$ cat config.mk
export PLATFORM = sky130hd
export DESIGN_NAME = tea_cfg
export DESIGN_NICKNAME = d
export VERILOG_FILES = /design/src/tea_pkg.sv /design/src/tea_cfg.sv
export SDC_FILE = /design/constraint.sdc
export NUM_CORES = 1
export LEC_CHECK = 0
export ABC_AREA = 0
export ABC_CLOCK_PERIOD_IN_PS = 2800
export BUFFER_PORTS_ARGS = -buffer_cell sky130_fd_sc_hd__clkbuf_2
export CELL_PAD_IN_SITES_DETAIL_PLACEMENT = 0
export CELL_PAD_IN_SITES_GLOBAL_PLACEMENT = 1
export CORE_UTILIZATION = 43
export CTS_CLUSTER_DIAMETER = 30
export DETAILED_ROUTE_END_ITERATION = 12
export HOLD_SLACK_MARGIN = 0.08
export PLACE_DENSITY = 0.91
export SYNTH_ARGS = -nofsm -noshare
export SYNTH_HDL_FRONTEND = slang
export SYNTH_SLANG_ARGS = --single-unit
$ cat constraint.sdc
create_clock -name clk_i -period 2.8 [get_ports clk_i]
set_clock_uncertainty 0.2 [all_clocks]
set_input_delay 0.14 -clock clk_i [delete_from_list [all_inputs] [get_ports clk_i]]
set_output_delay 0.14 -clock clk_i [all_outputs]
set_load 0.005 [all_outputs]
$ cat src/tea_pkg.sv
// ============================================================================
// TEA cipher package
// Types, constants and widths shared by the TEA cipher unit and its cells.
// ============================================================================
package tea_pkg;

  // Number of full TEA rounds; each round is split over two cells.
  localparam int unsigned ROUND_COUNT = 16;
  localparam int unsigned STAGES      = 2 * ROUND_COUNT;
  localparam int unsigned CNT_W       = $clog2(STAGES + 1);

  localparam logic [31:0] TEA_DELTA = 32'h9e37_79b9;

  localparam int unsigned KEY_WORDS  = 4;
  localparam int unsigned CFG_ADDR_W = 4;

  typedef enum logic {
    CMD_ENCRYPT = 1'b0,
    CMD_DECRYPT = 1'b1
  } tea_cmd_e;

  typedef enum logic [1:0] {
    REG_KEY0 = 2'd0,
    REG_KEY1 = 2'd1,
    REG_KEY2 = 2'd2,
    REG_KEY3 = 2'd3
  } tea_reg_e;

  // The 128-bit key as four words, k0 in entry 0.
  typedef struct packed {
    logic [31:0] k3;
    logic [31:0] k2;
    logic [31:0] k1;
    logic [31:0] k0;
  } tea_key_t;

  // One item in flight along the cell chain.
  typedef struct packed {
    logic        cmd;
    logic [31:0] y;
    logic [31:0] z;
  } tea_blk_t;

  // Running sum seen by the round that a cell belongs to, per direction.
  function automatic logic [31:0] enc_sum(input int unsigned round);
    logic [63:0] prod;
    prod = 64'(TEA_DELTA) * 64'(round + 1);
    return prod[31:0];
  endfunction

  function automatic logic [31:0] dec_sum(input int unsigned round);
    logic [63:0] prod;
    prod = 64'(TEA_DELTA) * 64'(ROUND_COUNT - round);
    return prod[31:0];
  endfunction

endpackage

$ cat src/tea_cfg.sv
// ============================================================================
// TEA key registers
// APB-style register port holding the four 32-bit key words.
// ============================================================================
module tea_cfg
  import tea_pkg::*;
(
  input  logic                  clk_i,
  input  logic                  rst_ni,
  input  logic                  psel,
  input  logic                  penable,
  input  logic                  pwrite,
  input  logic [CFG_ADDR_W-1:0] paddr,
  input  logic [31:0]           pwdata,
  output logic [31:0]           prdata,
  output logic                  pready,
  output tea_key_t              key_o
);

  tea_key_t key_q;
  tea_reg_e idx;
  logic     wr_en;

  assign pready = 1'b1;
  assign idx    = tea_reg_e'(paddr[3:2]);
  assign wr_en  = psel && penable && pwrite;

  // Key words are written in the access phase of a write.
  always_ff @(posedge clk_i or negedge rst_ni) begin
    if (!rst_ni) begin
      key_q <= '0;
    end else if (wr_en) begin
      case (idx)
        REG_KEY0: key_q.k0 <= pwdata;
        REG_KEY1: key_q.k1 <= pwdata;
        REG_KEY2: key_q.k2 <= pwdata;
        REG_KEY3: key_q.k3 <= pwdata;
        default:  key_q    <= key_q;
      endcase
    end
  end

  // Read data follows the address directly.
  always_comb begin
    case (idx)
      REG_KEY0: prdata = key_q.k0;
      REG_KEY1: prdata = key_q.k1;
      REG_KEY2: prdata = key_q.k2;
      REG_KEY3: prdata = key_q.k3;
      default:  prdata = '0;
    endcase
  end

  assign key_o = key_q;

endmodule

### Yosys cells after proc, flatten, opt, wreduce, memory -nomap -nowiden

Cells that the tools add are included.

| word-level totals | value |
|---|---|
| flip-flop bits (word level) | 128 |

| cells by class | value |
|---|---|
| muxes and demuxes | 1 |
| reductions and logical operators | 7 |
| equal/unequal tests | 3 |

Operators by type and width:

| kind | count |
|---|---|
| $pmux W32 S4 | 1 |
| $reduce_and A2 Y1 | 4 |
| $eq A2 B2 Y1 const B | 2 |
| $eq A2 B1 Y1 const B | 1 |
| $logic_and A1 B1 Y1 | 2 |
| $logic_not A2 Y1 | 1 |

### Longest topological paths before layout

| logic depth | value |
|---|---|
| word-level depth | 3 |
| gate-level depth with buffers | 5 |
| depth with buffers taken out | 3 |

### Least setup slack after synthesis

Ideal clock, no wire load.

| path | value |
|---|---|
| kind | input-to-reg |
| start | input port pwrite |
| end | register key_q (netlist bit key_o[10]) |
| arrival time | 1.143 ns |
| buffers on the path | 1 |
| setup slack | 1.332 ns |
| stages | 4 |
| cell sequence | and3_4 -> nor3b_4 -> buf_6 -> mux2_2 |

| between the ends | value |
|---|---|
| cells in the longest elaborated chain, start to end | 2 |

Ends and longest elaborated chain:

| element | line | RTL |
|---|---|---|
| from (decl) | tea_cfg.sv:12 | `input logic pwrite,` |
| $logic_and A1 B1 Y1 | tea_cfg.sv:26 | `assign wr_en = psel && penable && pwrite;` |
| $reduce_and A2 Y1 (no source line) | - |  |
| to (signal assigned) | tea_cfg.sv:38 | `default: key_q <= key_q;` |
| to (decl) | tea_cfg.sv:20 | `tea_key_t key_q;` |

No other way between the ends.
A chain may end at the register's enable or synchronous reset.

### Final worst setup path

| path | value |
|---|---|
| start | register key_q (netlist bit key_o[121]) |
| end | output port prdata[25] |

| between the ends | value |
|---|---|
| cells in the longest elaborated chain, start to end | 1 |

Ends and longest elaborated chain:

| element | line | RTL |
|---|---|---|
| $pmux W32 S4 | tea_cfg.sv:45 | `case (idx)` |
| to (decl) | tea_cfg.sv:15 | `output logic [31:0] prdata,` |

No other way between the ends.

==> impl_metrics.env <==
export IMPL_status="finished, final reports clean"
export IMPL_die_x_um=116
export IMPL_fmax_ghz=0.565
export IMPL_critPathCaptureType="primary output"
export IMPL_setup_ws_ns=1.03
export IMPL_post_drt_wl_per_cell_um=18.2
export IMPL_tritoncts="yes"
export IMPL_drt_initial_drc_count=133
export IMPL_power_density_nw_per_um2=802
export IMPL_diodes=0
export IMPL_ios=202
export IMPL_yosys_area_top_type="dfrtp_1"
export IMPL_ys_warn_count=0
export IMPL_htree_levels=4
export IMPL_hp_class="primary input to flip-flop"
export IMPL_fin_crit_ns=1.77
export IMPL_grt_start_max_net_pins=69
export IMPL_gp_congestion=0.749
export IMPL_rsz0062_at_grt="no"
export IMPL_ff_latch_area_um2=3200
export IMPL_clock_root_buffer="clkbuf_16"
export IMPL_drive_gt1_share_pct=69.7
export IMPL_path_clk_slew_ns=0.05
export IMPL_critPathMaxStageDelay_ns=0.48
export IMPL_final_max_slew_viol_count=0
export IMPL_die_area_um2=13500
export IMPL_grt_ovfl_total=0
export IMPL_io_buffers=198
export IMPL_hold_viol=0
export IMPL_synth_most_common_cell="dfrtp_1"
export IMPL_grt_pass1_vias=4076
export IMPL_yosysUniqueCellTypes=15
export IMPL_grt_pass1_wl_um=21300
export IMPL_ctsHoldBuffers=35
export IMPL_postSynthCellCount=316
export IMPL_vias_per_cell=5.12
export IMPL_path_delay_family="multiplexers"
export IMPL_nets=598
export IMPL_synthTopCellsByCount="dfrtp_1, mux2_2, mux4_2"
export IMPL_track_usage_pct=21.3
export IMPL_setup_tns_final_ns=0
export IMPL_arrival_ns=1.43
export IMPL_area_growth_pct=37.3
export IMPL_cts_resized_gates=0
export IMPL_cp_start_kind="flip-flop"
export IMPL_fp_coreArea_um2=12700
export IMPL_clk_path_buf_depth=2
export IMPL_hpwl_um=9170
export IMPL_largest_reg_flops=128
export IMPL_antenna_found_initial=0
export IMPL_clkLatencyLatePin_ns=0.41
export IMPL_post_cts_buffers=0
export IMPL_synth_nets=357
export IMPL_slew_headroom_pct=62.2
export IMPL_worst_path_buf_inv=1
export IMPL_setup_viol=0
export IMPL_path_class="flip-flop to primary output"
export IMPL_fillCellCount=972
export IMPL_cts_made_buffers=17
export IMPL_synthArstFlopShare_pct=100
export IMPL_seq_area_frac_synth_pct=57.1
export IMPL_syn_area_um2=5610
export IMPL_rows=41
export IMPL_ant_nets=0
export IMPL_worstMarginPinSlew_ns=0.568
export IMPL_synth_edf_count=0
export IMPL_peakVddDrop_mv=0.451
export IMPL_critical_path_slowest_cell="mux4_2"
export IMPL_start_util_pct=44.3
export IMPL_die_h_um=116
export IMPL_cp_cell_sequence="mux4_2, clkbuf_2"
export IMPL_multiInputGateArea_um2=2260
export IMPL_syn_area_per_cell_um2=17.8
export IMPL_drv_cap=0
export IMPL_synth_ff_type="dfrtp_1"
export IMPL_ys_ff_latch=128
export IMPL_synthTopCellsByArea="dfrtp_1, mux2_2, mux4_2"
export IMPL_vias=3791
export IMPL_cts_sinks=128
export IMPL_worstPathMaxFanout=3
export IMPL_route_detailed_drc=0
export IMPL_yosys_area_top_type_share_pct=57.1
export IMPL_worstPathRequired_ns=2.46
export IMPL_p_leak_uw=0.00374
export IMPL_drtPass1Iterations=4
export IMPL_min_period_over_period_pct=63.2
export IMPL_drt_total_wl_um=13500
export IMPL_dpl_worst_slack_ns=0.713
[power breakdown]
part | internal [uW] | switching, uW | leakage, uW
Combinational | 925 | 545 | 0.00188
Sequential | 2290 | 345 | 0.00157
Clock | 1350 | 731 | 0.000281
[worst paths after layout]
check | cells past startpoint | to | from | slack, ns
max | 2 | prdata[25] | key_o[121]$_DFFE_PN0P_ | 1.03
min | 3 | key_o[99]$_DFFE_PN0P_ | paddr[3] | 0.28
max reg2reg | 1 | key_o[39]$_DFFE_PN0P_ | key_o[39]$_DFFE_PN0P_ | 1.77
min reg2reg | 1 | key_o[40]$_DFFE_PN0P_ | key_o[40]$_DFFE_PN0P_ | 0.31
max in group asynchronous | 4 | key_o[11]$_DFFE_PN0P_ | rst_ni | 1.37
min in group asynchronous | 4 | key_o[67]$_DFFE_PN0P_ | rst_ni | 0.61
[final cells by class]
type / count / area share (%)
Sequential cell: 128 / 41.6
Multi-Input combinational cell: 166 / 29.3
Timing Repair Buffer: 244 / 19.0
Clock buffer: 25 / 6.69
Tap cell: 172 / 2.79
Clock inverter: 5 / 0.682
[tightest hold or removal path, stage by stage]
cell	delay (ns)
clkbuf_2	0.11
nand3_2	0.36
mux2_2	0.23
[layer usage]
metal | part of all wire (%) | GRT usage, %
met5 | 0 | 0
met2 | 50 | 35.5
met4 | 1.5 | 7.86
met1 | 42 | 25.9
met3 | 6.4 | 6.69
[cell usage in the layout (no fill, tap or decap), drive strengths merged, types with 3 or more instances in the layout]
| cell | count |
|---|---|
| buf | 13 |
| mux2 | 128 |
| clkinv | 3 |
| dfrtp | 128 |
| mux4 | 32 |
| clkbuf | 222 |
| dlygate4sd3 | 34 |
[cell families after synthesis]
family,Yosys count,synth area share [%]
DFF,128,57.1
other,1,0.0668
and+or+nand+nor,5,1.14
muxes,160,38.9
buffers and inverters,22,2.83
[through the flow]
| stage | instance area [um^2] | hold slack [ns] | utilization (%) | power, uW | instances |
|---|---|---|---|---|---|
| 6_report | 7710 | 0.276 | 60.8 | 6180 | 740 |
| 5_1_grt | 7710 | 0.329 | 60.8 | 6510 | 740 |
| 4_1_cts | 7710 | 0.281 | 60.8 | 6250 | 740 |
| 3_5_place_dp | 6780 | -0.112 | 53.5 | 4100 | 675 |
| 3_3_place_gp | 6780 | -0.123 | 53.5 | 4030 | 675 |
| 2_1_floorplan | 5610 | -0.356 | - | 3280 | 316 |
(Power assumes the default switching activity.)
