--- config.mk ---
export PLATFORM = sky130hd
export DESIGN_NAME = tea_cell
export DESIGN_NICKNAME = d
export VERILOG_FILES = /design/src/tea_pkg.sv /design/src/tea_cell.sv
export SDC_FILE = /design/constraint.sdc
export NUM_CORES = 1
export LEC_CHECK = 0
export BUFFER_PORTS_ARGS = -buffer_cell sky130_fd_sc_hd__buf_2
export CORE_UTILIZATION = 40
export DETAILED_ROUTE_END_ITERATION = 7
export GPL_TIMING_DRIVEN = 0
export PLACE_DENSITY_LB_ADDON = 0.12
export SKIP_CTS_REPAIR_TIMING = 1
export SYNTH_ARGS = -nofsm -noshare
export SYNTH_HDL_FRONTEND = slang
export SYNTH_SLANG_ARGS = --single-unit
--- constraint.sdc ---
create_clock -name clk_i -period 3 [get_ports clk_i]
set_clock_uncertainty 0.15 [all_clocks]
set_input_delay 0.6 -clock clk_i [delete_from_list [all_inputs] [get_ports clk_i]]
set_output_delay 0.6 -clock clk_i [all_outputs]
set_load 0.02 [all_outputs]
--- src/tea_pkg.sv ---
// ============================================================================
// TEA cipher package
// Types, constants and widths shared by the TEA cipher unit and its cells.
// ============================================================================
package tea_pkg;

  // Number of full TEA rounds; each round is split over two cells.
  localparam int unsigned ROUND_COUNT = 16;
  localparam int unsigned STAGES      = 2 * ROUND_COUNT;
  localparam int unsigned CNT_W       = $clog2(STAGES + 1);

  localparam logic [31:0] TEA_DELTA = 32'h9e37_79b9;

  localparam int unsigned KEY_WORDS  = 4;
  localparam int unsigned CFG_ADDR_W = 4;

  typedef enum logic {
    CMD_ENCRYPT = 1'b0,
    CMD_DECRYPT = 1'b1
  } tea_cmd_e;

  typedef enum logic [1:0] {
    REG_KEY0 = 2'd0,
    REG_KEY1 = 2'd1,
    REG_KEY2 = 2'd2,
    REG_KEY3 = 2'd3
  } tea_reg_e;

  // The 128-bit key as four words, k0 in entry 0.
  typedef struct packed {
    logic [31:0] k3;
    logic [31:0] k2;
    logic [31:0] k1;
    logic [31:0] k0;
  } tea_key_t;

  // One item in flight along the cell chain.
  typedef struct packed {
    logic        cmd;
    logic [31:0] y;
    logic [31:0] z;
  } tea_blk_t;

  // Running sum seen by the round that a cell belongs to, per direction.
  function automatic logic [31:0] enc_sum(input int unsigned round);
    logic [63:0] prod;
    prod = 64'(TEA_DELTA) * 64'(round + 1);
    return prod[31:0];
  endfunction

  function automatic logic [31:0] dec_sum(input int unsigned round);
    logic [63:0] prod;
    prod = 64'(TEA_DELTA) * 64'(ROUND_COUNT - round);
    return prod[31:0];
  endfunction

endpackage

--- src/tea_cell.sv ---
// ============================================================================
// TEA half-round cell
// Registered stage that updates one half of the block by one mix step.
// ============================================================================
module tea_cell
  import tea_pkg::*;
(
  input  logic        clk_i,
  input  logic        rst_ni,
  input  tea_key_t    key_i,
  input  logic [31:0] enc_sum_i,
  input  logic [31:0] dec_sum_i,
  input  logic        second_half_i,
  input  logic        valid_i,
  output logic        ready_o,
  input  tea_blk_t    blk_i,
  output logic        valid_o,
  input  logic        ready_i,
  output tea_blk_t    blk_o
);

  logic        valid_q;
  tea_blk_t    blk_q, blk_d;
  logic        load;
  logic        decrypt;
  logic        update_y;
  logic [31:0] src, tgt, ka, kb, sum, mix, upd;

  // The stage takes a new item whenever its register is empty or drains.
  assign ready_o = !valid_q || ready_i;
  assign load    = valid_i && ready_o;

  // Encryption updates y then z; decryption updates z then y.
  always_comb begin
    decrypt  = (blk_i.cmd == CMD_DECRYPT);
    update_y = (decrypt == second_half_i);
    src      = update_y ? blk_i.z : blk_i.y;
    tgt      = update_y ? blk_i.y : blk_i.z;
    ka       = update_y ? key_i.k0 : key_i.k2;
    kb       = update_y ? key_i.k1 : key_i.k3;
    sum      = decrypt ? dec_sum_i : enc_sum_i;
    mix      = ((src << 4) + ka) ^ (src + sum) ^ ((src >> 5) + kb);
    upd      = decrypt ? (tgt - mix) : (tgt + mix);
    blk_d    = blk_i;
    if (update_y) begin
      blk_d.y = upd;
    end else begin
      blk_d.z = upd;
    end
  end

  always_ff @(posedge clk_i or negedge rst_ni) begin
    if (!rst_ni) begin
      valid_q <= 1'b0;
    end else if (ready_o) begin
      valid_q <= valid_i;
    end
  end

  always_ff @(posedge clk_i) begin
    if (load) begin
      blk_q <= blk_d;
    end
  end

  assign valid_o = valid_q;
  assign blk_o   = blk_q;

endmodule

## After elaboration in Yosys (flattened, before gate mapping)

Index checks and enable logic that the tools add are counted.

| operators by class | value |
|---|---|
| add/sub/neg operators | 5 |
| reduce and logical (&&, ||, !) cells | 3 |
| equality and inequality tests | 1 |
| muxes and demuxes | 8 |
| bitwise logic cells | 2 |

Operator list:

| cell | number |
|---|---|
| $mux 32 | 8 |
| $add 32x32->32 | 3 |
| $xor 32x32->32 | 2 |
| $add 27x32->32 | 1 |
| $sub 32x32->32 | 1 |
| $eq 1x1->1 | 1 |
| $logic_and 1x1->1 | 1 |
| $logic_not 1->1 | 1 |
| $logic_or 1x1->1 | 1 |

| storage, ports and cells | value |
|---|---|
| input bits | 262 |
| register bits after elaboration | 66 |
| logic and storage cells | 23 |
| output and inout port bits | 67 |

## Logic depth before layout (Yosys ltp)

| logic depth | value |
|---|---|
| word-level depth | 8 |
| depth in mapped cells | 38 |
| gate-level depth less buffers | 32 |

## Least setup slack after synthesis

No wires, ideal clock.

| path | value |
|---|---|
| kind | input -> register |
| start | input blk_i[64] (netlist name) |
| end | register blk_q, in the netlist blk_o[31] (data pin) |
| cell stages on the path | 35 |
| required time | 2693 ps |
| arrival time | 8092 ps |
| setup slack | -5399 ps |
| buffers on the path | 6 |
| library setup time | 157 ps |
| cells stage by stage | buf_2 xnor2_1 clkbuf_1 clkbuf_1 clkbuf_1 clkbuf_1 nand2_1 nand2_1 ha_1 and3_1 a221o_1 a211oi_1 o31ai_1 a221o_1 a21oi_1 xnor2_1 xnor3_1 a31oi_1 xor2_1 ha_1 clkbuf_1 nand2_1 nor2_1 a211oi_1 o2111ai_1 o211ai_1 a21oi_1 o41ai_1 o21ai_0 a31oi_1 xnor2_1 xnor2_1 nor4_1 or3_1 a32oi_1 |

RTL lines:

| element | line | RTL |
|---|---|---|
| start, declared | tea_cell.sv:16 | `input tea_blk_t blk_i,` |
| end signal, assigned | tea_cell.sv:62 | `blk_q <= blk_d;` |
| end, declared | tea_cell.sv:23 | `tea_blk_t blk_q, blk_d;` |

==> run_summary.xml <==
<?xml version="1.0" encoding="UTF-8"?>
<metrics>
  <group name="placed_design">
    <metric name="routability_cong" unit="">0.9678</metric>
    <metric name="placedInstanceArea" unit="µm²">14130</metric>
    <metric name="io_buffers" unit="">323</metric>
    <metric name="pre_cts_ws" unit="ns">-6.412</metric>
    <metric name="dp.final_hpwl" unit="µm">37260</metric>
  </group>
  <group name="yosys">
    <metric name="top_count_cell_post_synth" unit="">nand2_1</metric>
    <metric name="async_flop_share" unit="">0.01515</metric>
    <metric name="yosys-top-cells-count" unit="">nand2_1, xnor2_1, ha_1</metric>
    <metric name="synth_top_area_share" unit="">0.1668</metric>
    <metric name="synth.area.top_cells" unit="">edfxtp_1, nand2_1, ha_1</metric>
    <metric name="synth-seq-cells" unit="">66</metric>
    <metric name="netlist_instances" unit="">1584</metric>
    <metric name="yosys.area_share.simple" unit="">0.2197</metric>
    <metric name="synthesis.area_per_instance" unit="µm²">7.387</metric>
    <metric name="synth.net_count" unit="">1966</metric>
    <metric name="synth_enable_flop_cells" unit="">65</metric>
    <metric name="complex_gate_fraction_of_the_synthesized_area" unit="">0.2268</metric>
    <metric name="yosys.area_share.xor_xnor" unit="">0.1738</metric>
    <metric name="synth_largest_area_cell" unit="">edfxtp_1</metric>
    <metric name="synth_top_family_by_area" unit="">compound AO/OA/AOI/OAI gates</metric>
    <metric name="mux_share_of_post_synthesis_cell_area" unit="">0.04919</metric>
    <metric name="register_area_share_after_synthesis" unit="">0.1689</metric>
    <metric name="yosys.cell_types.count" unit="">67</metric>
    <metric name="yosys_warnings" unit="">0</metric>
    <metric name="synthesis.area" unit="µm²">11700</metric>
    <metric name="yosys.area_share.adder" unit="">0.1339</metric>
    <metric name="synth_ff_type" unit="">edfxtp_1</metric>
  </group>
  <group name="global_route">
    <metric name="grt_max_degree" unit="">66</metric>
    <metric name="first_global_vias" unit="">11799</metric>
    <metric name="grt_pass1_wl" unit="µm">66790</metric>
    <metric name="globalRoute.totalOverflow" unit="">0</metric>
    <metric name="antenna_violations_before_repair" unit="">0</metric>
    <metric name="gr-usage-all-layers" unit="">0.2896</metric>
  </group>
  <group name="timing">
    <metric name="holdWs" unit="ns">0.3013</metric>
    <metric name="fmax" unit="MHz">129.6</metric>
    <metric name="final_worst_path_period_share" unit="">2.571</metric>
    <metric name="grt_setup_unrepaired" unit="">true</metric>
    <metric name="tightest_slew" unit="ns">0.8366</metric>
    <metric name="worst_slack" unit="ns">-4.714</metric>
    <metric name="worst_slew_margin_rel" unit="">0.4423</metric>
    <metric name="final_max_slew_viol_count" unit="">0</metric>
    <metric name="hold_viol" unit="">0</metric>
    <metric name="finalWorstPathRequiredPeriod" unit="ns">7.714</metric>
    <metric name="finalSetupViolCount" unit="">62</metric>
    <metric name="setup-tns-final" unit="ns">-184.26</metric>
  </group>
  <group name="setup_path">
    <metric name="crit_top_cell" unit="">buf_12</metric>
    <metric name="timing.critical_path.arrival" unit="ns">7.74</metric>
    <metric name="regToRegEndpoint" unit="">blk_o[26]</metric>
    <metric name="setup.worst_path.end_class" unit="">flip-flop</metric>
    <metric name="critical_path.reg2reg.startpoint" unit="">valid_o</metric>
    <metric name="worst_path_maximum_fanout" unit="">7</metric>
    <metric name="slowest_delay" unit="ns">0.39</metric>
    <metric name="cpLargestDelayFamily" unit="">compound AO/OA/AOI/OAI gates</metric>
    <metric name="critical-path-slowest-cell" unit="">or3_1</metric>
    <metric name="cp_data_required_time" unit="ns">3.03</metric>
    <metric name="critical_path_buf_inv_count" unit="">7</metric>
    <metric name="critPathLaunchType" unit="">input port</metric>
    <metric name="setup.worst_path.class" unit="">input port to flip-flop</metric>
    <metric name="setup.reg_to_reg.worst_slack" unit="ns">1.25</metric>
    <metric name="number_of_cells_traversed_by_the_worst_register_to_register_path" unit="">2</metric>
  </group>
  <group name="layout">
    <metric name="finalNetCount" unit="">2389</metric>
    <metric name="num-fill-cells" unit="">2638</metric>
    <metric name="fin_area" unit="µm²">16780</metric>
    <metric name="drive_gt1_frac" unit="">0.3603</metric>
    <metric name="final_core_utilization" unit="">0.5847</metric>
    <metric name="areaGrowthSynthToFinish" unit="%">43.42</metric>
  </group>
  <group name="clock_network">
    <metric name="clock-root-buffer" unit="">clkbuf_16</metric>
    <metric name="tritoncts_clock_tree" unit="">built</metric>
    <metric name="cts_max_level" unit="">3</metric>
    <metric name="clock_slew_at_reported_path_ffs" unit="ns">0.06</metric>
    <metric name="cts_inserted_buffers" unit="">9</metric>
    <metric name="number_of_sinks_on_the_clock_net" unit="">66</metric>
    <metric name="clock_insertion_delay_worst_skew" unit="ns">0.33</metric>
    <metric name="clk_buf_depth" unit="">2</metric>
  </group>
  <group name="drt">
    <metric name="drtAntennaViolNets" unit="">0</metric>
    <metric name="maxUsedRoutingLayer" unit="">met4</metric>
    <metric name="vias" unit="">13356</metric>
    <metric name="avgRoutedWirePerCell" unit="µm">19.54</metric>
    <metric name="wl_met3" unit="µm">3525</metric>
    <metric name="drt_drc_violations_left" unit="">0</metric>
    <metric name="via_per_inst" unit="">5.572</metric>
    <metric name="sum_of_routed_wire_segments_on_met1" unit="µm">21590</metric>
    <metric name="firstDrtPassIters" unit="">6</metric>
    <metric name="initialDrtViolationCount" unit="">1304</metric>
    <metric name="detail_route.wirelength" unit="µm">46830</metric>
    <metric name="route.met2.wl" unit="µm">20600</metric>
  </group>
  <group name="pwr">
    <metric name="p_leak" unit="nW">7.870</metric>
    <metric name="p_comb_frac" unit="">0.850</metric>
    <metric name="int_pwr" unit="W">0.009783</metric>
    <metric name="power.density" unit="nW/µm²">1149</metric>
    <metric name="clockPowerShare" unit="">0.056</metric>
    <metric name="ir_drop" unit="µV">540.1</metric>
    <metric name="p_seq_frac" unit="">0.094</metric>
    <metric name="total_net_switching_power" unit="W">0.009508</metric>
    <metric name="p_sw_frac" unit="">0.4929</metric>
  </group>
  <group name="floorplan">
    <metric name="top_level_ports" unit="">329</metric>
    <metric name="height_of_the_chip" unit="µm">173.0</metric>
    <metric name="core-area" unit="µm²">28700</metric>
    <metric name="core.rowCount" unit="">62</metric>
    <metric name="initial_core_util" unit="">0.4077</metric>
    <metric name="die_area" unit="µm²">29940</metric>
    <metric name="die_w" unit="µm">173.0</metric>
  </group>
  <group name="outcome">
    <metric name="run_status" unit="">finished with violations</metric>
    <metric name="violations" unit="">setup timing</metric>
  </group>
  <group name="job">
    <metric name="drv.max_cap_violation_count" unit="">0</metric>
  </group>
  <group name="min_path">
    <metric name="min_path_type" unit="">input port to flip-flop</metric>
    <metric name="min-delay-start" unit="">blk_i[64]</metric>
    <metric name="timing.hold.worst_endpoint" unit="">blk_o[64]</metric>
    <metric name="min_path_cells" unit="">1</metric>
  </group>
</metrics>
## per-layer routing
metal | GRT usage | up-vias
li1 | - | 6462
met1 | 0.4280 | 6215
met2 | 0.4358 | 617
met3 | 0.03320 | 62
met4 | 0.09034 | 0
met5 | 0 | -
## placed cells by master, fill, tap and decap left out, types with 43 or more instances in the layout
cell      count
buf_4        80
xnor2_1     122
ha_1         92
o21ai_1      43
nand2_1     383
buf_2       323
edfxtp_1     65
xor2_1       43
o21ai_0      64
a21o_1       67
a21oi_1      84
nor2_1       60
## per-stage QoR
step	power, W	instances
CTS	0.01501	2307
finish	0.01929	2397
detailed placement	0.01387	2291
floorplan	0.01101	1584
global route	0.02049	2396
global placement	0.01375	2291
## how the worst max path moves through the flow
stage          slack, ns        end      start  cells past startpoint
3_5_place_dp       -6.41  blk_o[31]  blk_i[64]                     36
3_3_place_gp       -6.31  blk_o[31]  blk_i[64]                     36
4_1_cts            -6.08  blk_o[31]  blk_i[64]                     36
2_1_floorplan      -4.23  blk_o[31]  blk_i[64]                     37
5_1_grt            -4.91  blk_o[31]  blk_i[64]                     39
6_report           -4.71  blk_o[31]  blk_i[64]                     39
## registers in the layout, indices dropped and copies added (netlist names)
| register | count |
|---|---|
| blk_o | 65 |
| valid_o | 1 |
## kinds of logic after synthesis
kind of cell | count (synthesis)
simple gates | 611
compound gates | 421
xor+xnor | 225
fa+ha+maj | 125
buf+inv | 85
flops | 66
mux | 51
## final cells by class
type	instances	area (µm²)	share of cell area
antenna	1	2.502	0.0001491
buffer	56	494.2	0.02945
clock buffer	9	225.2	0.01342
clock inverter	7	83.83	0.004995
inverter	25	93.84	0.005592
multi-input combinational	1433	10950	0.6522
sequential	66	1977	0.1178
tap	384	480.5	0.02863
timing repair buffer	416	2480	0.1478
## power groups by stage
stage	Clock, W	Sequential (W)	Combinational [W]
3_5_place_dp	0	0.00183	0.0120
4_1_cts	0.00110	0.00181	0.0121
2_1_floorplan	0	0.00235	0.00866
5_1_grt	0.00113	0.00185	0.0175
6_report	0.00109	0.00181	0.0164
3_3_place_gp	0	0.00182	0.0119
No activity file was read; power rests on OpenSTA's default activity.
